--- config.mk ---
export PLATFORM = sky130hd
export DESIGN_NAME = aligned_stack_allocator_marker
export DESIGN_NICKNAME = d
export VERILOG_FILES = /design/src/sv/asam_pkg.sv /design/src/sv/asam_calc.sv /design/src/sv/aligned_stack_allocator_marker.sv
export SDC_FILE = /design/constraint.sdc
export NUM_CORES = 1
export LEC_CHECK = 0
export BUFFER_PORTS_ARGS = -buffer_cell sky130_fd_sc_hd__buf_2
export CELL_PAD_IN_SITES_DETAIL_PLACEMENT = 1
export CELL_PAD_IN_SITES_GLOBAL_PLACEMENT = 2
export CORE_ASPECT_RATIO = 2
export CORE_MARGIN = 3
export CORE_UTILIZATION = 30
export CTS_CLUSTER_DIAMETER = 80
export DETAILED_ROUTE_END_ITERATION = 6
export HOLD_SLACK_MARGIN = 0.1
export PLACE_DENSITY_LB_ADDON = 0.1
export REMOVE_ABC_BUFFERS = 1
export SLEW_MARGIN = 20
export SYNTH_ARGS = -nofsm -noshare
export SYNTH_HDL_FRONTEND = slang
export SYNTH_SLANG_ARGS = --single-unit
--- constraint.sdc ---
create_clock -name i_clk -period 11.8 [get_ports i_clk]
set_clock_uncertainty 0.1 [all_clocks]
set_input_delay 2.36 -clock i_clk [delete_from_list [all_inputs] [get_ports i_clk]]
set_output_delay 2.36 -clock i_clk [all_outputs]
set_load 0.02 [all_outputs]
--- src/sv/asam_pkg.sv ---
// asam_pkg: types, codes and default constants of the aligned stack allocator
// with rollback marker; used by every module of the block, depends on nothing
`timescale 1ns / 1ps
`default_nettype none

package asam_pkg;

    localparam int C_OFFSET_BITS    = 24;
    localparam int C_MAX_ALIGN_LOG2 = 12;
    localparam int C_STAT_BITS      = 32;

    localparam int C_SIZE_W  = 25;
    localparam int C_ALIGN_W = 4;
    localparam int C_STAT_W  = 32;
    localparam int C_ALOG_W  = 5;
    localparam int C_ADDR_W  = 3;
    localparam int C_DATA_W  = 32;

    localparam logic [C_SIZE_W-1:0] C_POOL_RESET = 25'h100_0000;

    localparam logic [0:0] C_REG_POOL = 1'b0;

    typedef enum logic [1:0] {
        CMD_ALLOC    = 2'd0,
        CMD_FLUSH    = 2'd1,
        CMD_MARK     = 2'd2,
        CMD_ROLLBACK = 2'd3
    } t_cmd;

    typedef enum logic [1:0] {
        ST_OK        = 2'd0,
        ST_NO_SPACE  = 2'd1,
        ST_NO_MARKER = 2'd2
    } t_status;

    typedef struct packed {
        t_cmd                   cmd;
        logic [C_SIZE_W-1:0]    req_size;
        logic [C_ALIGN_W-1:0]   align_log2;
    } t_in_item;

    typedef struct packed {
        t_status                status;
        logic [C_SIZE_W-1:0]    alloc_offset;
        logic [C_SIZE_W-1:0]    space_left;
        logic [C_SIZE_W-1:0]    largest_alloc;
        logic [C_STAT_W-1:0]    used_since_flush;
        logic [C_STAT_W-1:0]    peak_used;
        logic [C_STAT_W-1:0]    alloc_total;
    } t_out_item;

endpackage

`default_nettype wire

--- src/sv/asam_calc.sv ---
// asam_calc: combinational command datapath, align-up, fit check, statistics
// and the result item; depends on asam_pkg
`timescale 1ns / 1ps
`default_nettype none

module asam_calc #(
    parameter int OFFSET_BITS    = asam_pkg::C_OFFSET_BITS,
    parameter int MAX_ALIGN_LOG2 = asam_pkg::C_MAX_ALIGN_LOG2,
    parameter int STAT_BITS      = asam_pkg::C_STAT_BITS
) (
    input  asam_pkg::t_in_item                  i_item,
    input  logic [asam_pkg::C_SIZE_W-1:0]       i_pool,
    input  logic [OFFSET_BITS:0]                i_top,
    input  logic [OFFSET_BITS:0]                i_mark,
    input  logic                                i_mark_vld,
    input  logic [STAT_BITS-1:0]                i_used,
    input  logic [STAT_BITS-1:0]                i_peak,
    input  logic [OFFSET_BITS:0]                i_largest,
    input  logic [STAT_BITS-1:0]                i_count,
    output logic [OFFSET_BITS:0]                o_top,
    output logic [OFFSET_BITS:0]                o_mark,
    output logic                                o_mark_vld,
    output logic [STAT_BITS-1:0]                o_used,
    output logic [STAT_BITS-1:0]                o_peak,
    output logic [OFFSET_BITS:0]                o_largest,
    output logic [STAT_BITS-1:0]                o_count,
    output asam_pkg::t_out_item                 o_item
);
    import asam_pkg::*;

    localparam int OW  = OFFSET_BITS + 1;
    localparam int M1  = (OW > MAX_ALIGN_LOG2 + 1) ? OW : MAX_ALIGN_LOG2 + 1;
    localparam int EW  = ((M1 > C_SIZE_W) ? M1 : C_SIZE_W) + 2;
    localparam int SW  = ((STAT_BITS > EW) ? STAT_BITS : EW) + 1;
    localparam int PW  = (OW > C_SIZE_W) ? OW : C_SIZE_W;

    logic [PW-1:0]       pool_wide;
    logic [PW-1:0]       pool_cap;
    logic [OW-1:0]       pool_eff;
    logic [C_ALOG_W-1:0] alog;
    logic [EW-1:0]       mask;
    logic [EW-1:0]       aligned;
    logic [EW-1:0]       end_off;
    logic [EW-1:0]       taken;
    logic                fits;
    logic [SW-1:0]       used_sum;
    logic [SW-1:0]       stat_max;
    t_status             status;
    logic [EW-1:0]       granted;

    // effective pool is capped at the offset range
    assign pool_wide = PW'(i_pool);
    assign pool_cap  = PW'(1) << OFFSET_BITS;
    assign pool_eff  = (pool_wide > pool_cap) ? OW'(pool_cap) : OW'(pool_wide);

    assign alog = (C_ALOG_W'(i_item.align_log2) > C_ALOG_W'(MAX_ALIGN_LOG2))
                  ? C_ALOG_W'(MAX_ALIGN_LOG2) : C_ALOG_W'(i_item.align_log2);
    assign mask     = (EW'(1) << alog) - EW'(1);
    assign aligned  = (EW'(i_top) + mask) & ~mask;
    assign end_off  = aligned + EW'(i_item.req_size);
    assign fits     = end_off <= EW'(pool_eff);
    assign taken    = end_off - EW'(i_top);
    assign stat_max = SW'({STAT_BITS{1'b1}});
    assign used_sum = SW'(i_used) + SW'(taken);

    always_comb begin
        o_top      = i_top;
        o_mark     = i_mark;
        o_mark_vld = i_mark_vld;
        o_used     = i_used;
        o_peak     = i_peak;
        o_largest  = i_largest;
        o_count    = i_count;
        status     = ST_OK;
        granted    = '0;
        unique case (i_item.cmd)
            CMD_ALLOC: begin
                if (!fits) begin
                    status = ST_NO_SPACE;
                end else begin
                    granted = aligned;
                    o_top   = OW'(end_off);
                    o_used  = (used_sum > stat_max) ? {STAT_BITS{1'b1}}
                                                    : STAT_BITS'(used_sum);
                    o_count = (&i_count) ? i_count : i_count + STAT_BITS'(1);
                    if (taken > EW'(i_largest)) begin
                        o_largest = OW'(taken);
                    end
                end
            end
            CMD_FLUSH: begin
                o_top      = '0;
                o_peak     = (i_used > i_peak) ? i_used : i_peak;
                o_used     = '0;
                o_mark     = '0;
                o_mark_vld = 1'b0;
            end
            CMD_MARK: begin
                o_mark     = i_top;
                o_mark_vld = 1'b1;
            end
            CMD_ROLLBACK: begin
                if (!i_mark_vld) begin
                    status = ST_NO_MARKER;
                end else begin
                    o_top = i_mark;
                end
            end
            default: begin
                status = ST_OK;
            end
        endcase
    end

    always_comb begin
        o_item.status           = status;
        o_item.alloc_offset     = C_SIZE_W'(granted);
        o_item.space_left       = (pool_eff > o_top) ? C_SIZE_W'(pool_eff - o_top) : '0;
        o_item.largest_alloc    = C_SIZE_W'(o_largest);
        o_item.used_since_flush = C_STAT_W'(o_used);
        o_item.peak_used        = C_STAT_W'(o_peak);
        o_item.alloc_total      = C_STAT_W'(o_count);
    end

endmodule

`default_nettype wire

--- src/sv/aligned_stack_allocator_marker.sv ---
// aligned_stack_allocator_marker: top level, apb pool register, input and
// result registers, allocator state; depends on asam_pkg and asam_calc
//
// Usage:
//   Commands enter on the in channel (i_in_valid / o_in_ready, i_in_item) and
//   each one gives exactly one result item on the out channel (o_out_valid /
//   i_out_ready, o_out_item). An item is taken into the input register, is
//   processed in one pass of combinational logic against the allocator state
//   and lands in the result register once that is free, raising o_out_valid.
//   One item per cycle is sustained while the receiver does not stall;
//   the figure is set by the single align, add and compare of the alloc path.
//   While the receiver stalls, the result register holds and one more item
//   is still taken into the input register; then o_in_ready drops.
//   The pool size register (address 0) is written over the apb port only
//   while the block is idle, a user rule the block does not enforce; pready
//   is always high, reads with paddr[2] clear return the pool size and other
//   reads return zero. Synchronous active-low reset empties both registers,
//   restores the full pool size and clears the top, marker and all statistics.
`timescale 1ns / 1ps
`default_nettype none

module aligned_stack_allocator_marker #(
    parameter int OFFSET_BITS    = asam_pkg::C_OFFSET_BITS,
    parameter int MAX_ALIGN_LOG2 = asam_pkg::C_MAX_ALIGN_LOG2,
    parameter int STAT_BITS      = asam_pkg::C_STAT_BITS
) (
    input  logic                            i_clk,
    input  logic                            i_rst_n,
    input  logic                            psel,
    input  logic                            penable,
    input  logic                            pwrite,
    input  logic [asam_pkg::C_ADDR_W-1:0]   paddr,
    input  logic [asam_pkg::C_DATA_W-1:0]   pwdata,
    output logic [asam_pkg::C_DATA_W-1:0]   prdata,
    output logic                            pready,
    input  logic                            i_in_valid,
    output logic                            o_in_ready,
    input  asam_pkg::t_in_item              i_in_item,
    output logic                            o_out_valid,
    input  logic                            i_out_ready,
    output asam_pkg::t_out_item             o_out_item
);
    import asam_pkg::*;

    logic [C_SIZE_W-1:0]  r_pool;
    logic                 r_in_vld;
    t_in_item             r_in;
    logic                 r_out_vld;
    t_out_item            r_out;
    logic [OFFSET_BITS:0] r_top;
    logic [OFFSET_BITS:0] r_mark;
    logic                 r_mark_vld;
    logic [STAT_BITS-1:0] r_used;
    logic [STAT_BITS-1:0] r_peak;
    logic [OFFSET_BITS:0] r_largest;
    logic [STAT_BITS-1:0] r_count;

    logic [OFFSET_BITS:0] n_top;
    logic [OFFSET_BITS:0] n_mark;
    logic                 n_mark_vld;
    logic [STAT_BITS-1:0] n_used;
    logic [STAT_BITS-1:0] n_peak;
    logic [OFFSET_BITS:0] n_largest;
    logic [STAT_BITS-1:0] n_count;
    t_out_item            n_out;

    logic advance;
    logic cfg_wr;

    assign pready  = 1'b1;
    assign cfg_wr  = psel && penable && pwrite;
    assign prdata  = (paddr[C_ADDR_W-1] == C_REG_POOL) ? C_DATA_W'(r_pool) : '0;

    assign advance     = r_in_vld && (!r_out_vld || i_out_ready);
    assign o_in_ready  = !r_in_vld || advance;
    assign o_out_valid = r_out_vld;
    assign o_out_item  = r_out;

    asam_calc #(
        .OFFSET_BITS    (OFFSET_BITS),
        .MAX_ALIGN_LOG2 (MAX_ALIGN_LOG2),
        .STAT_BITS      (STAT_BITS)
    ) u_calc (
        .i_item     (r_in),
        .i_pool     (r_pool),
        .i_top      (r_top),
        .i_mark     (r_mark),
        .i_mark_vld (r_mark_vld),
        .i_used     (r_used),
        .i_peak     (r_peak),
        .i_largest  (r_largest),
        .i_count    (r_count),
        .o_top      (n_top),
        .o_mark     (n_mark),
        .o_mark_vld (n_mark_vld),
        .o_used     (n_used),
        .o_peak     (n_peak),
        .o_largest  (n_largest),
        .o_count    (n_count),
        .o_item     (n_out)
    );

    always_ff @(posedge i_clk) begin
        if (!i_rst_n) begin
            r_pool <= C_POOL_RESET;
        end else if (cfg_wr && paddr[C_ADDR_W-1] == C_REG_POOL) begin
            r_pool <= C_SIZE_W'(pwdata);
        end
    end

    // input register
    always_ff @(posedge i_clk) begin
        if (!i_rst_n) begin
            r_in_vld <= 1'b0;
        end else if (o_in_ready) begin
            r_in_vld <= i_in_valid;
        end
    end

    always_ff @(posedge i_clk) begin
        if (o_in_ready && i_in_valid) begin
            r_in <= i_in_item;
        end
    end

    // result register and allocator state
    always_ff @(posedge i_clk) begin
        if (!i_rst_n) begin
            r_out_vld  <= 1'b0;
            r_top      <= '0;
            r_mark     <= '0;
            r_mark_vld <= 1'b0;
            r_used     <= '0;
            r_peak     <= '0;
            r_largest  <= '0;
            r_count    <= '0;
        end else if (advance) begin
            r_out_vld  <= 1'b1;
            r_top      <= n_top;
            r_mark     <= n_mark;
            r_mark_vld <= n_mark_vld;
            r_used     <= n_used;
            r_peak     <= n_peak;
            r_largest  <= n_largest;
            r_count    <= n_count;
        end else if (i_out_ready) begin
            r_out_vld  <= 1'b0;
        end
    end

    always_ff @(posedge i_clk) begin
        if (advance) begin
            r_out <= n_out;
        end
    end

endmodule

`default_nettype wire

==> results.py <==
metrics = {
    "cts": {
        "cts_hold_buf": 0,
        "cts.clk_slew.worst_paths_ns": 0.06,
        "h-tree-depth": 2,
        "clockRootBuffer": "clkbuf_16",
        "cts_tree": "done",
        "cts_made_buffers": 43,
        "clock_sinks": 403,
        "clk_path_buf_depth": 3,
        "insertion_delay_ns": 0.61,
    },
    "timing": {
        "fmax_mhz": 90.4,
        "slew_headroom_pct": 27.8,
        "fin_crit_ns": 11.06,
        "rsz0062_at_grt": "yes",
        "final_max_slew_viol_count": 0,
        "fin_ws_ns": 0.739,
        "hold_violations": 0,
        "tightest_slew_ns": 1.07,
        "min_period_over_period_pct": 93.7,
        "tns_ns": 0,
        "setup_violations": 0,
    },
    "setup_path": {
        "cp_slowest_cell": "edfxtp_1",
        "max_stage_delay_ns": 0.43,
        "cp-end-kind": "flop",
        "cp_common_cell": "a21o_1",
        "cp_max_fo": 6,
        "critPathArrivalTime_ns": 11.31,
        "critPathRequiredTime_ns": 12.04,
        "start_kind": "flop",
        "path_class": "reg2reg",
    },
    "final_layout": {
        "area_delta_synth_final_pct": 19.7,
        "num-fill-cells": 9730,
        "layout-drive-gt1-share_pct": 18.7,
        "final_nets": 3422,
    },
    "global_routing": {
        "grt_max_degree": 108,
        "grt_pass1_vias": 23836,
        "grt_pass1_wl_um": 141000,
        "antenna_found_initial": 4,
        "grt-ovfl-total": 0,
        "grt_usage_pct": 20.7,
    },
    "yosys": {
        "synth_ff_type": "edfxtp_1",
        "synth_edf_count": 204,
        "ys_ff_latch": 403,
        "ys_async_sr_fraction_pct": 0,
        "yosysSeqAreaShare_pct": 39.9,
        "ys_warn_count": 0,
        "yosys.cell_types.count": 90,
        "synthesis.area_um2": 25400,
        "syn_area_per_cell_um2": 9.17,
        "synthCells": 2764,
    },
    "drt": {
        "drt-pass1-iter-count": 4,
        "drt_wl_total_um": 92700,
        "ant_nets": 0,
        "routed_via_density": 5.17,
        "wl_per_cell_um": 21.9,
        "drtIter0Drc": 599,
        "num_vias": 21862,
        "drc_errors": 0,
    },
    "pwr": {
        "p_per_area_nw_per_um2": 187,
        "ir_drop_mv": 0.0997,
        "power_leakage_nw": 13.1,
        "total_power_mw": 5.69,
    },
    "outcome": {
        "status": "finished, final reports clean",
    },
    "floorplanning": {
        "start_util_pct": 30.3,
        "coreArea_um2": 83700,
        "die_h_um": 417,
        "io_pins": 281,
        "die-area_um2": 88300,
        "rows": 150,
        "die_w_um": 212,
    },
    "job": {
        "drv_cap": 0,
    },
    "placement": {
        "pre_cts_slack_ns": -0.0639,
        "portBuffers": 263,
        "dp_hpwl_um": 73700,
        "place_congestion": 0.884,
    },
    "hold_path": {
        "hold_path_class": "reg2reg",
    },
}
==> report_power, final <==
part / total [mW] / internal [mW] / leakage, nW / switching (mW)
Sequential: 1.64 / 1.58 / 3.55 / 0.0517
Combinational: 2.61 / 1.02 / 8.87 / 1.59
Clock: 1.44 / 0.804 / 0.700 / 0.636
==> sequential cells by signal, indices dropped and copies added, names as in the netlist <==
register	cells
o_out_item	173
r_count	32
r_peak	32
r_used	32
r_in	31
r_largest	25
r_mark	25
r_pool	25
r_top	25
o_out_valid	1
r_in_vld	1
r_mark_vld	1
==> worst paths after layout <==
check | end | slack (ns) | from | cells after the start
max | o_out_item[143]$_SDFFCE_PP0P_ | 0.74 | r_in[3]$_DFFE_PP_ | 52
min | r_peak[13]$_SDFFE_PN0P_ | 0.36 | r_peak[13]$_SDFFE_PN0P_ | 2
max reg2reg | o_out_item[143]$_SDFFCE_PP0P_ | 0.74 | r_in[3]$_DFFE_PP_ | 52
min reg2reg | r_peak[13]$_SDFFE_PN0P_ | 0.36 | r_peak[13]$_SDFFE_PN0P_ | 2
==> synth_stat cells (10+ instances only) <==
cell type | instances | share of area [%]
or3_1 | 10 | 0.25
a211oi_1 | 11 | 0.33
nor2_1 | 154 | 2.3
dfxtp_1 | 199 | 16
nor2b_1 | 50 | 1.2
clkbuf_1 | 91 | 1.3
edfxtp_1 | 204 | 24
o31ai_1 | 11 | 0.33
ha_1 | 216 | 11
and2_1 | 41 | 1.0
buf_2 | 15 | 0.30
nand2b_1 | 26 | 0.64
xor2_1 | 78 | 2.7
a21o_1 | 109 | 3.2
buf_4 | 11 | 0.33
o211ai_1 | 15 | 0.44
o21a_1 | 40 | 1.2
a31oi_1 | 12 | 0.30
a21oi_1 | 148 | 2.9
a31o_2 | 20 | 0.69
or2_2 | 12 | 0.30
nand4_1 | 39 | 0.96
a21boi_0 | 59 | 1.7
nand3_1 | 104 | 2.1
o2bb2ai_1 | 17 | 0.59
o21ai_0 | 147 | 2.9
xnor2_1 | 75 | 2.6
nor4_1 | 26 | 0.64
mux2i_1 | 42 | 1.7
inv_1 | 158 | 2.3
mux2_2 | 23 | 1.0
a222oi_1 | 16 | 0.63
nand2_1 | 348 | 5.2
and3_1 | 35 | 0.86
o21bai_1 | 23 | 0.68
nor3_1 | 44 | 0.87
==> layout make-up <==
type	instances	area (µm²)	share of cell area [%]
repair buffers	429	2610	8.59
well taps	1064	1330	4.39
inverters	159	604	1.99
flip-flops and latches	403	10100	33.3
diodes	2	5.00	0.0165
clock inverters	27	314	1.04
clock buffers	53	1130	3.74
multi-input cells	2092	14200	46.9
==> stage by stage <==
step / area [µm²] / hold slack (ns) / instances / utilization (%)
floorplan: 24900 / 0.336 / 2654 / -
global placement: 28800 / 0.343 / 4146 / 34.4
detailed placement: 28800 / 0.350 / 4146 / 34.4
CTS: 30300 / 0.361 / 4226 / 36.2
global route: 30300 / 0.378 / 4227 / 36.2
finish: 30300 / 0.358 / 4229 / 36.2
==> repair_timing <==
item / CTS / global route
resized for setup: 1 / 14
pin swaps: 0 / 4
buffers inserted: 0 / 1
setup endpoints to repair: 2 / 25
==> critical path: cells and delay by family, from the launching register on <==
kind | cells | cell delay (ns)
AO/OA/AOI/OAI | 30 | 5.69
AND/OR/NAND/NOR | 7 | 1.02
XOR/XNOR | 4 | 0.91
adder cells (fa/ha/maj) | 6 | 1.93
flip-flops | 1 | 0.43
buffers and inverters | 5 | 0.72
==> metal layers <==
metal / routed length, µm / GRT usage, % / vias up
met5: 23 / 0 / -
met4: 4300 / 8.84 / 4
met3: 2470 / 2.08 / 131
met2: 51700 / 41.6 / 384
met1: 34300 / 21.2 / 10669
li1: - / - / 10674
==> placed cells by master (no fill, tap or decap), drive strengths merged, types with 78 or more instances in the layout <==
| master | n |
|---|---|
| o21ai | 150 |
| inv | 162 |
| nand2 | 348 |
| a21o | 109 |
| dfxtp | 199 |
| nor2 | 154 |
| edfxtp | 204 |
| xor2 | 78 |
| ha | 216 |
| buf | 429 |
| nand3 | 104 |
| a21oi | 149 |
==> kinds of logic (layout without fill, tap and decap cells) <==
group / after synthesis / count (layout) / synth area share, %
AOI/OAI and AO/OA: 711 / 711 / 18.9
adders and majority gates: 221 / 221 / 11.1
and+or+nand+nor: 920 / 920 / 17.4
DFF: 403 / 403 / 39.9
other: 2 / 21 / 0.0296
buffers and inverters: 286 / 668 / 4.59
muxes: 68 / 68 / 2.83
xor gates and xnor gates: 153 / 153 / 5.29
Note: power is estimated with default switching activity, not from simulation.
